### src/rtl/core/gs5_pkg.sv
`timescale 1ns / 1ps
// ----------------------------------------------------------------------------
// gs5_pkg
// Shared types and constants of the five-tap Gaussian RGBA smoother.
// ----------------------------------------------------------------------------
package gs5_pkg;

  localparam int CHANNEL_BITS = 8;
  localparam int NUM_CHANNELS = 4;
  localparam int COEF_BITS    = 16;
  localparam int ACC_BITS     = CHANNEL_BITS + COEF_BITS;
  localparam int CFG_INDEX_BITS = 4;

  localparam logic [COEF_BITS-1:0] TAP_OUTER  = COEF_BITS'(677);
  localparam logic [COEF_BITS-1:0] TAP_INNER  = COEF_BITS'(13602);
  localparam logic [COEF_BITS-1:0] TAP_CENTER = COEF_BITS'(36975);

  localparam logic [CFG_INDEX_BITS-1:0] REG_RED_ENABLE   = CFG_INDEX_BITS'(0);
  localparam logic [CFG_INDEX_BITS-1:0] REG_GREEN_ENABLE = CFG_INDEX_BITS'(1);
  localparam logic [CFG_INDEX_BITS-1:0] REG_BLUE_ENABLE  = CFG_INDEX_BITS'(2);
  localparam logic [CFG_INDEX_BITS-1:0] REG_ALPHA_ENABLE = CFG_INDEX_BITS'(3);

  localparam int CH_RED   = 0;
  localparam int CH_GREEN = 1;
  localparam int CH_BLUE  = 2;
  localparam int CH_ALPHA = 3;

  typedef logic [CHANNEL_BITS-1:0] chan_t;
  typedef logic [NUM_CHANNELS-1:0][CHANNEL_BITS-1:0] chan_word_t;

  typedef struct packed {
    chan_t red;
    chan_t green;
    chan_t blue;
    chan_t alpha;
    logic  last;
  } pixel_in_t;

  typedef struct packed {
    chan_t red;
    chan_t green;
    chan_t blue;
    chan_t alpha;
    logic  last;
  } pixel_out_t;

endpackage

### src/rtl/core/gaussian5_smoother_rgba.sv
`timescale 1ns / 1ps
// ----------------------------------------------------------------------------
// gaussian5_smoother_rgba
// Streaming five-tap Gaussian smoother for RGBA table runs, edges replicated.
//
//   channel  | signals                              | flow
//   ---------+--------------------------------------+---------
//   in       | in_valid, in_stall, in_data          | to block
//   out      | out_valid, out_stall, out_data       | from block
//   cfg      | cfg_valid, cfg_ready, cfg_index/data | to block
//
// One entry is taken per cycle unless input is stalled; results lag by
// two entries of the run. The entry marked last is pushed twice more as
// a flush, stalling input. Results pass through a two-entry buffer, so
// input stalls only when the buffer is full or a flush is running.
// Synchronous reset clears the run state and sets all channel enables.
// ----------------------------------------------------------------------------
module gaussian5_smoother_rgba (
  input  logic                                   clk,
  input  logic                                   rst,
  input  logic                                   in_valid,
  output logic                                   in_stall,
  input  gs5_pkg::pixel_in_t                     in_data,
  output logic                                   out_valid,
  input  logic                                   out_stall,
  output gs5_pkg::pixel_out_t                    out_data,
  input  logic                                   cfg_valid,
  output logic                                   cfg_ready,
  input  logic [gs5_pkg::CFG_INDEX_BITS-1:0]     cfg_index,
  input  logic                                   cfg_data
);

  localparam logic [1:0] SEEN_NONE = 2'd0;
  localparam logic [1:0] SEEN_ONE  = 2'd1;
  localparam logic [1:0] SEEN_TWO  = 2'd2;

  localparam logic [1:0] FLUSH_IDLE  = 2'd0;
  localparam logic [1:0] FLUSH_FINAL = 2'd1;
  localparam logic [1:0] FLUSH_START = 2'd2;

  gs5_pkg::chan_word_t                 hist0, hist1, hist2, hist3;
  gs5_pkg::chan_word_t                 flush_entry;
  gs5_pkg::chan_word_t                 entry_in;
  gs5_pkg::chan_word_t                 src;
  gs5_pkg::chan_word_t                 filt;
  logic [1:0]                          seen;
  logic [1:0]                          flush_left;
  logic [gs5_pkg::NUM_CHANNELS-1:0]    enable;
  logic                                flushing;
  logic                                fifo_full;
  logic                                in_fire;
  logic                                push;
  logic                                res_valid;
  gs5_pkg::pixel_out_t                 res;

  assign entry_in[gs5_pkg::CH_RED]   = in_data.red;
  assign entry_in[gs5_pkg::CH_GREEN] = in_data.green;
  assign entry_in[gs5_pkg::CH_BLUE]  = in_data.blue;
  assign entry_in[gs5_pkg::CH_ALPHA] = in_data.alpha;

  assign flushing  = (flush_left != FLUSH_IDLE);
  assign in_stall  = flushing || fifo_full;
  assign in_fire   = in_valid && !in_stall;
  assign push      = flushing ? !fifo_full : in_fire;
  assign src       = flushing ? flush_entry : entry_in;
  assign res_valid = push && (seen == SEEN_TWO);
  assign cfg_ready = 1'b1;

  gs5_filter u_filter (
    .tap0   (hist3),
    .tap1   (hist2),
    .tap2   (hist1),
    .tap3   (hist0),
    .tap4   (src),
    .enable (enable),
    .result (filt)
  );

  always_comb begin
    res.red   = filt[gs5_pkg::CH_RED];
    res.green = filt[gs5_pkg::CH_GREEN];
    res.blue  = filt[gs5_pkg::CH_BLUE];
    res.alpha = filt[gs5_pkg::CH_ALPHA];
    res.last  = (flush_left == FLUSH_FINAL);
  end

  gs5_out_fifo u_out_fifo (
    .clk       (clk),
    .rst       (rst),
    .push      (res_valid),
    .push_data (res),
    .full      (fifo_full),
    .out_valid (out_valid),
    .out_stall (out_stall),
    .out_data  (out_data)
  );

  // advance the delay line and capture the last entry for the flush
  always_ff @(posedge clk) begin
    if (push) begin
      if (seen == SEEN_NONE) begin
        hist0 <= src;
        hist1 <= src;
        hist2 <= src;
        hist3 <= src;
      end else begin
        hist0 <= src;
        hist1 <= hist0;
        hist2 <= hist1;
        hist3 <= hist2;
      end
    end
    if (in_fire && in_data.last) begin
      flush_entry <= entry_in;
    end
  end

  always_ff @(posedge clk) begin
    if (rst) begin
      seen       <= SEEN_NONE;
      flush_left <= FLUSH_IDLE;
      enable     <= '1;
    end else begin
      if (push) begin
        if (flushing && (flush_left == FLUSH_FINAL)) begin
          seen <= SEEN_NONE;
        end else if (seen == SEEN_NONE) begin
          seen <= SEEN_ONE;
        end else begin
          seen <= SEEN_TWO;
        end
      end
      if (flushing && !fifo_full) begin
        flush_left <= flush_left - 2'd1;
      end else if (in_fire && in_data.last) begin
        flush_left <= FLUSH_START;
      end
      if (cfg_valid && cfg_ready) begin
        unique case (cfg_index)
          gs5_pkg::REG_RED_ENABLE:   enable[gs5_pkg::CH_RED]   <= cfg_data;
          gs5_pkg::REG_GREEN_ENABLE: enable[gs5_pkg::CH_GREEN] <= cfg_data;
          gs5_pkg::REG_BLUE_ENABLE:  enable[gs5_pkg::CH_BLUE]  <= cfg_data;
          gs5_pkg::REG_ALPHA_ENABLE: enable[gs5_pkg::CH_ALPHA] <= cfg_data;
          default: ;
        endcase
      end
    end
  end

endmodule

### src/rtl/core/gs5_filter.sv
`timescale 1ns / 1ps
// ----------------------------------------------------------------------------
// gs5_filter
// Symmetric five-tap Q0.16 Gaussian over four channels, with per-channel
// bypass. Sum is truncated to the channel width.
// ----------------------------------------------------------------------------
module gs5_filter (
  input  gs5_pkg::chan_word_t                     tap0,
  input  gs5_pkg::chan_word_t                     tap1,
  input  gs5_pkg::chan_word_t                     tap2,
  input  gs5_pkg::chan_word_t                     tap3,
  input  gs5_pkg::chan_word_t                     tap4,
  input  logic [gs5_pkg::NUM_CHANNELS-1:0]        enable,
  output gs5_pkg::chan_word_t                     result
);

  localparam int SUM_BITS = gs5_pkg::CHANNEL_BITS + 1;
  localparam int ACC_BITS = gs5_pkg::ACC_BITS;

  logic [gs5_pkg::NUM_CHANNELS-1:0][SUM_BITS-1:0] outer_sum;
  logic [gs5_pkg::NUM_CHANNELS-1:0][SUM_BITS-1:0] inner_sum;
  logic [gs5_pkg::NUM_CHANNELS-1:0][ACC_BITS-1:0] acc;

  always_comb begin
    for (int c = 0; c < gs5_pkg::NUM_CHANNELS; c++) begin
      outer_sum[c] = SUM_BITS'(tap0[c]) + SUM_BITS'(tap4[c]);
      inner_sum[c] = SUM_BITS'(tap1[c]) + SUM_BITS'(tap3[c]);
      acc[c] = ACC_BITS'(outer_sum[c]) * ACC_BITS'(gs5_pkg::TAP_OUTER)
             + ACC_BITS'(inner_sum[c]) * ACC_BITS'(gs5_pkg::TAP_INNER)
             + ACC_BITS'(tap2[c]) * ACC_BITS'(gs5_pkg::TAP_CENTER);
      if (enable[c]) begin
        result[c] = acc[c][ACC_BITS-1 -: gs5_pkg::CHANNEL_BITS];
      end else begin
        result[c] = tap2[c];
      end
    end
  end

endmodule

### src/rtl/core/gs5_out_fifo.sv
`timescale 1ns / 1ps
// ----------------------------------------------------------------------------
// gs5_out_fifo
// Two-entry result buffer; full flag is registered so the input side never
// sees the output stall combinationally.
// ----------------------------------------------------------------------------
module gs5_out_fifo (
  input  logic                clk,
  input  logic                rst,
  input  logic                push,
  input  gs5_pkg::pixel_out_t push_data,
  output logic                full,
  output logic                out_valid,
  input  logic                out_stall,
  output gs5_pkg::pixel_out_t out_data
);

  gs5_pkg::pixel_out_t mem [2];
  logic       wr_ptr;
  logic       rd_ptr;
  logic [1:0] count;
  logic [1:0] count_next;
  logic       pop;

  assign full      = (count == 2'd2);
  assign out_valid = (count != 2'd0);
  assign out_data  = mem[rd_ptr];
  assign pop       = out_valid && !out_stall;

  always_comb begin
    count_next = count;
    if (push && !pop) begin
      count_next = count + 2'd1;
    end else if (!push && pop) begin
      count_next = count - 2'd1;
    end
  end

  always_ff @(posedge clk) begin
    if (push) begin
      mem[wr_ptr] <= push_data;
    end
  end

  always_ff @(posedge clk) begin
    if (rst) begin
      wr_ptr <= 1'b0;
      rd_ptr <= 1'b0;
      count  <= 2'd0;
    end else begin
      if (push) begin
        wr_ptr <= !wr_ptr;
      end
      if (pop) begin
        rd_ptr <= !rd_ptr;
      end
      count <= count_next;
    end
  end

endmodule
### config.mk
export PLATFORM = sky130hd
export DESIGN_NAME = gaussian5_smoother_rgba
export DESIGN_NICKNAME = d
export VERILOG_FILES = /design/src/rtl/core/gs5_pkg.sv /design/src/rtl/core/gaussian5_smoother_rgba.sv /design/src/rtl/core/gs5_filter.sv /design/src/rtl/core/gs5_out_fifo.sv
export SDC_FILE = /design/constraint.sdc
export NUM_CORES = 2
export LEC_CHECK = 0
export ABC_AREA = 1
export ABC_CLOCK_PERIOD_IN_PS = 14500
export BUFFER_PORTS_ARGS = -buffer_cell sky130_fd_sc_hd__buf_2
export CORE_ASPECT_RATIO = 1.1
export CORE_MARGIN = 5
export CORE_UTILIZATION = 65
export CTS_CLUSTER_DIAMETER = 150
export DETAILED_ROUTE_END_ITERATION = 10
export PLACE_DENSITY = 0.85
export SLEW_MARGIN = 0
export SYNTH_ARGS = -nofsm -noshare
export SYNTH_HDL_FRONTEND = slang
export SYNTH_SLANG_ARGS = --single-unit
export TNS_END_PERCENT = 30
### constraint.sdc
create_clock -name clk -period 14.5 [get_ports clk]
set_input_delay 2.9 -clock clk [delete_from_list [all_inputs] [get_ports clk]]
set_output_delay 2.9 -clock clk [all_outputs]
set_load 0.01 [all_outputs]
==> metrics.yaml <==
status:
  status: "finished, final reports clean"
logic_synthesis:
  yosys.area_share.simple_pct: 13.4
  syn-instance-count: 3974
  synth-seq-area-share_pct: 19.6
  synth_top_family_by_area: "adder cells"
  synthAdderAreaFrac_pct: 47.9
  synth_cell_type_count: 48
  synth_compound_area_share_pct: 5.89
  syn_nets: 5152
  synthFlopType: "edfxtp_1"
  postSynth.asyncResetShare_pct: 0
  syn_avg_cell_area_sq_um: 9.06
  ys_ff_latch: 239
  yosysWarnings: 0
  synth_edf_count: 226
  synthXorXnorAreaFrac_pct: 2.58
  syn-cell-area_sq_mm: 0.0360
  synth_mux_area_share_pct: 1.03
global_routing:
  grt_pass1_vias: 28400
  grt_pass1_wl_mm: 140
  antenna_found_initial: 4
  grt_start_max_net_pins: 76
  grt.overflow.total: 0
  grt_usage_pct: 28.7
floorplan:
  core_sq_mm: 0.0548
  rows: 90
  initial_core_util_pct: 65.7
  die_area_sq_mm: 0.0602
  dieWidth_um: 234
  die_h_um: 257
  io_pins: 79
timing:
  fin_crit_sh_pct: 58.0
  finalSetupViolCount: 0
  fin_crit_ns: 8.42
  rsz0062_at_grt: "no"
  skew_ns: 0.0204
  fin_tns_setup_ns: 0
  fin_ws_ns: 6.08
  max_freq_ghz: 0.119
  worstMarginPinSlew_ns: 1.10
  hold_viol_final: 0
  drv_slew: 0
  relSlewSlack_pct: 26.3
drt:
  vias: 27000
  avgViaCountPerCell: 5.61
  drtIter0Drc: 1667
  route.detailed.drc: 0
  wl_per_cell_um: 17.6
  drt-pass1-iter-count: 6
  ant_nets: 0
  wl_mm: 84.7
placed_design:
  dpl.hpwl_mm: 71.4
  port-buffer-count: 77
  pre_cts_ws_ns: 5.58
  gp_congestion: 0.973
  dpl.cell_count: 4763
cells_and_area:
  multiInputGateArea_sq_mm: 0.0255
  drive_above_1_share_pct: 4.91
  area_delta_synth_final_pct: 5.99
  fin_util_pct: 69.6
  layout_common_cells: "inv_1, nand2_1, ha_1"
  finalNonFillerCells: 4815
  nets: 5234
  fillers: 4153
  final_common_cell: "inv_1"
  regArea_sq_mm: 0.00705
critical_path:
  crit_path_end: "u_out_fifo.mem[1][13]"
  max_stage_delay_ns: 0.55
  cpLargestDelayFamily: "adder cells"
  timing.rr.end: "u_out_fifo.mem[1][13]"
  r2r_start: "hist0[16]"
  r2r_cells: 38
  crit_slowest_cell: "fa_1"
  required_ns: 14.74
  critPathKind: "in -> reg"
  path_common_cell: "nand2_1"
  cp.depth: 30
  arrival_ns: 8.66
  cp-start-kind: "input pin"
  cp_max_fo: 4
  cp-startpoint: "in_data[9]"
  cp-end-kind: "register"
  rrSetupSlack_ns: 6.25
  cp_num_buf_inv: 6
clock_network:
  cts_hold_buf: 0
  root_buffer: "clkbuf_16"
  clockBufferDepth: 3
  cts_max_level: 1
  clk_pin_slew_ns: 0.06
  clk_latency_ns: 0.57
  cts_setup_buffers: 0
  cts-buffers-inserted: 27
  cts_tree: "done"
  clock_sinks: 239
  ctsResizeCount: 0
job:
  maxCapViolations: 0
worst_hold_path:
  hp-class: "reg -> reg"
## how the worst min path moves through the flow
stage | start | endpoint | cells past startpoint
2_1_floorplan | u_out_fifo.rd_ptr | register | 1
3_3_place_gp | u_out_fifo.rd_ptr | register | 1
3_5_place_dp | u_out_fifo.rd_ptr | register | 1
4_1_cts | u_out_fifo.rd_ptr | register | 1
5_1_grt | u_out_fifo.rd_ptr | register | 1
6_report | u_out_fifo.rd_ptr | register | 1
## Yosys cell counts, drive strengths merged (2+ instances only)
cell / number / area [sq um]
a31oi: 10 / 62.6
xnor2: 30 / 263
edfxtp: 226 / 6790
and2: 2 / 15.0
nand2: 778 / 2930
a21oi: 185 / 933
a21boi: 5 / 37.5
nand3: 145 / 731
inv: 888 / 3330
nor2: 157 / 617
o21bai: 30 / 225
clkbuf: 21 / 80.1
o211ai: 11 / 87.6
nand4: 39 / 244
o2111ai: 2 / 17.5
o31ai: 5 / 37.5
dfxtp: 13 / 260
a21o: 17 / 128
fa: 404 / 8090
o21a: 2 / 15.0
a211oi: 4 / 30.0
o21ai: 102 / 522
o311ai: 2 / 17.5
nand3b: 9 / 67.6
mux2: 33 / 372
ha: 731 / 9150
buf: 11 / 57.6
nor3: 28 / 180
nor4: 4 / 25.0
xor2: 76 / 666
## per-stage QoR
stage	hold WS [ns]	instance area, sq um
after floorplan	0.426	36000
after global placement	0.435	37300
after detailed placement	0.446	37300
after CTS	0.455	38200
after global routing	0.470	38200
final	0.455	38200
## flip-flops by register name, indices dropped and copies added (netlist names), 4 cells and up, named ones only
signal and flops:
hist2 32, enable 4, u_out_fifo.mem 66, hist0 32, flush_entry 32, hist3 32, hist1 32
## final cells by class
| class | instances | area share [%] |
|---|---|---|
| repair buffers | 85 | 1.17 |
| clock inverters | 20 | 0.528 |
| flip-flops and latches | 239 | 18.5 |
| clock buffers | 30 | 1.80 |
| diodes | 2 | 0.0131 |
| multi-input cells | 2814 | 66.9 |
| inverters | 889 | 8.75 |
| well taps | 736 | 2.41 |
## cells by family after synthesis
| family | count (synthesis) |
|---|---|
| and+or+nand+nor | 1163 |
| adders and majority gates | 1135 |
| buffers and inverters | 921 |
| AOI/OAI and AO/OA | 376 |
| DFF | 239 |
| xor gates and xnor gates | 106 |
| muxes | 33 |
| other | 1 |
## routing by layer
layer	vias to the layer above	wire length [um]	global-route usage [%]
met5	-	33	0
met4	4	3480	10.4
met3	215	5070	3.72
met2	870	42000	50.3
met1	13000	34100	36.4
li1	12900	-	-
Power is not shown: default switching activity piles up to over one toggle a cycle in this logic, so the estimate is an artifact.
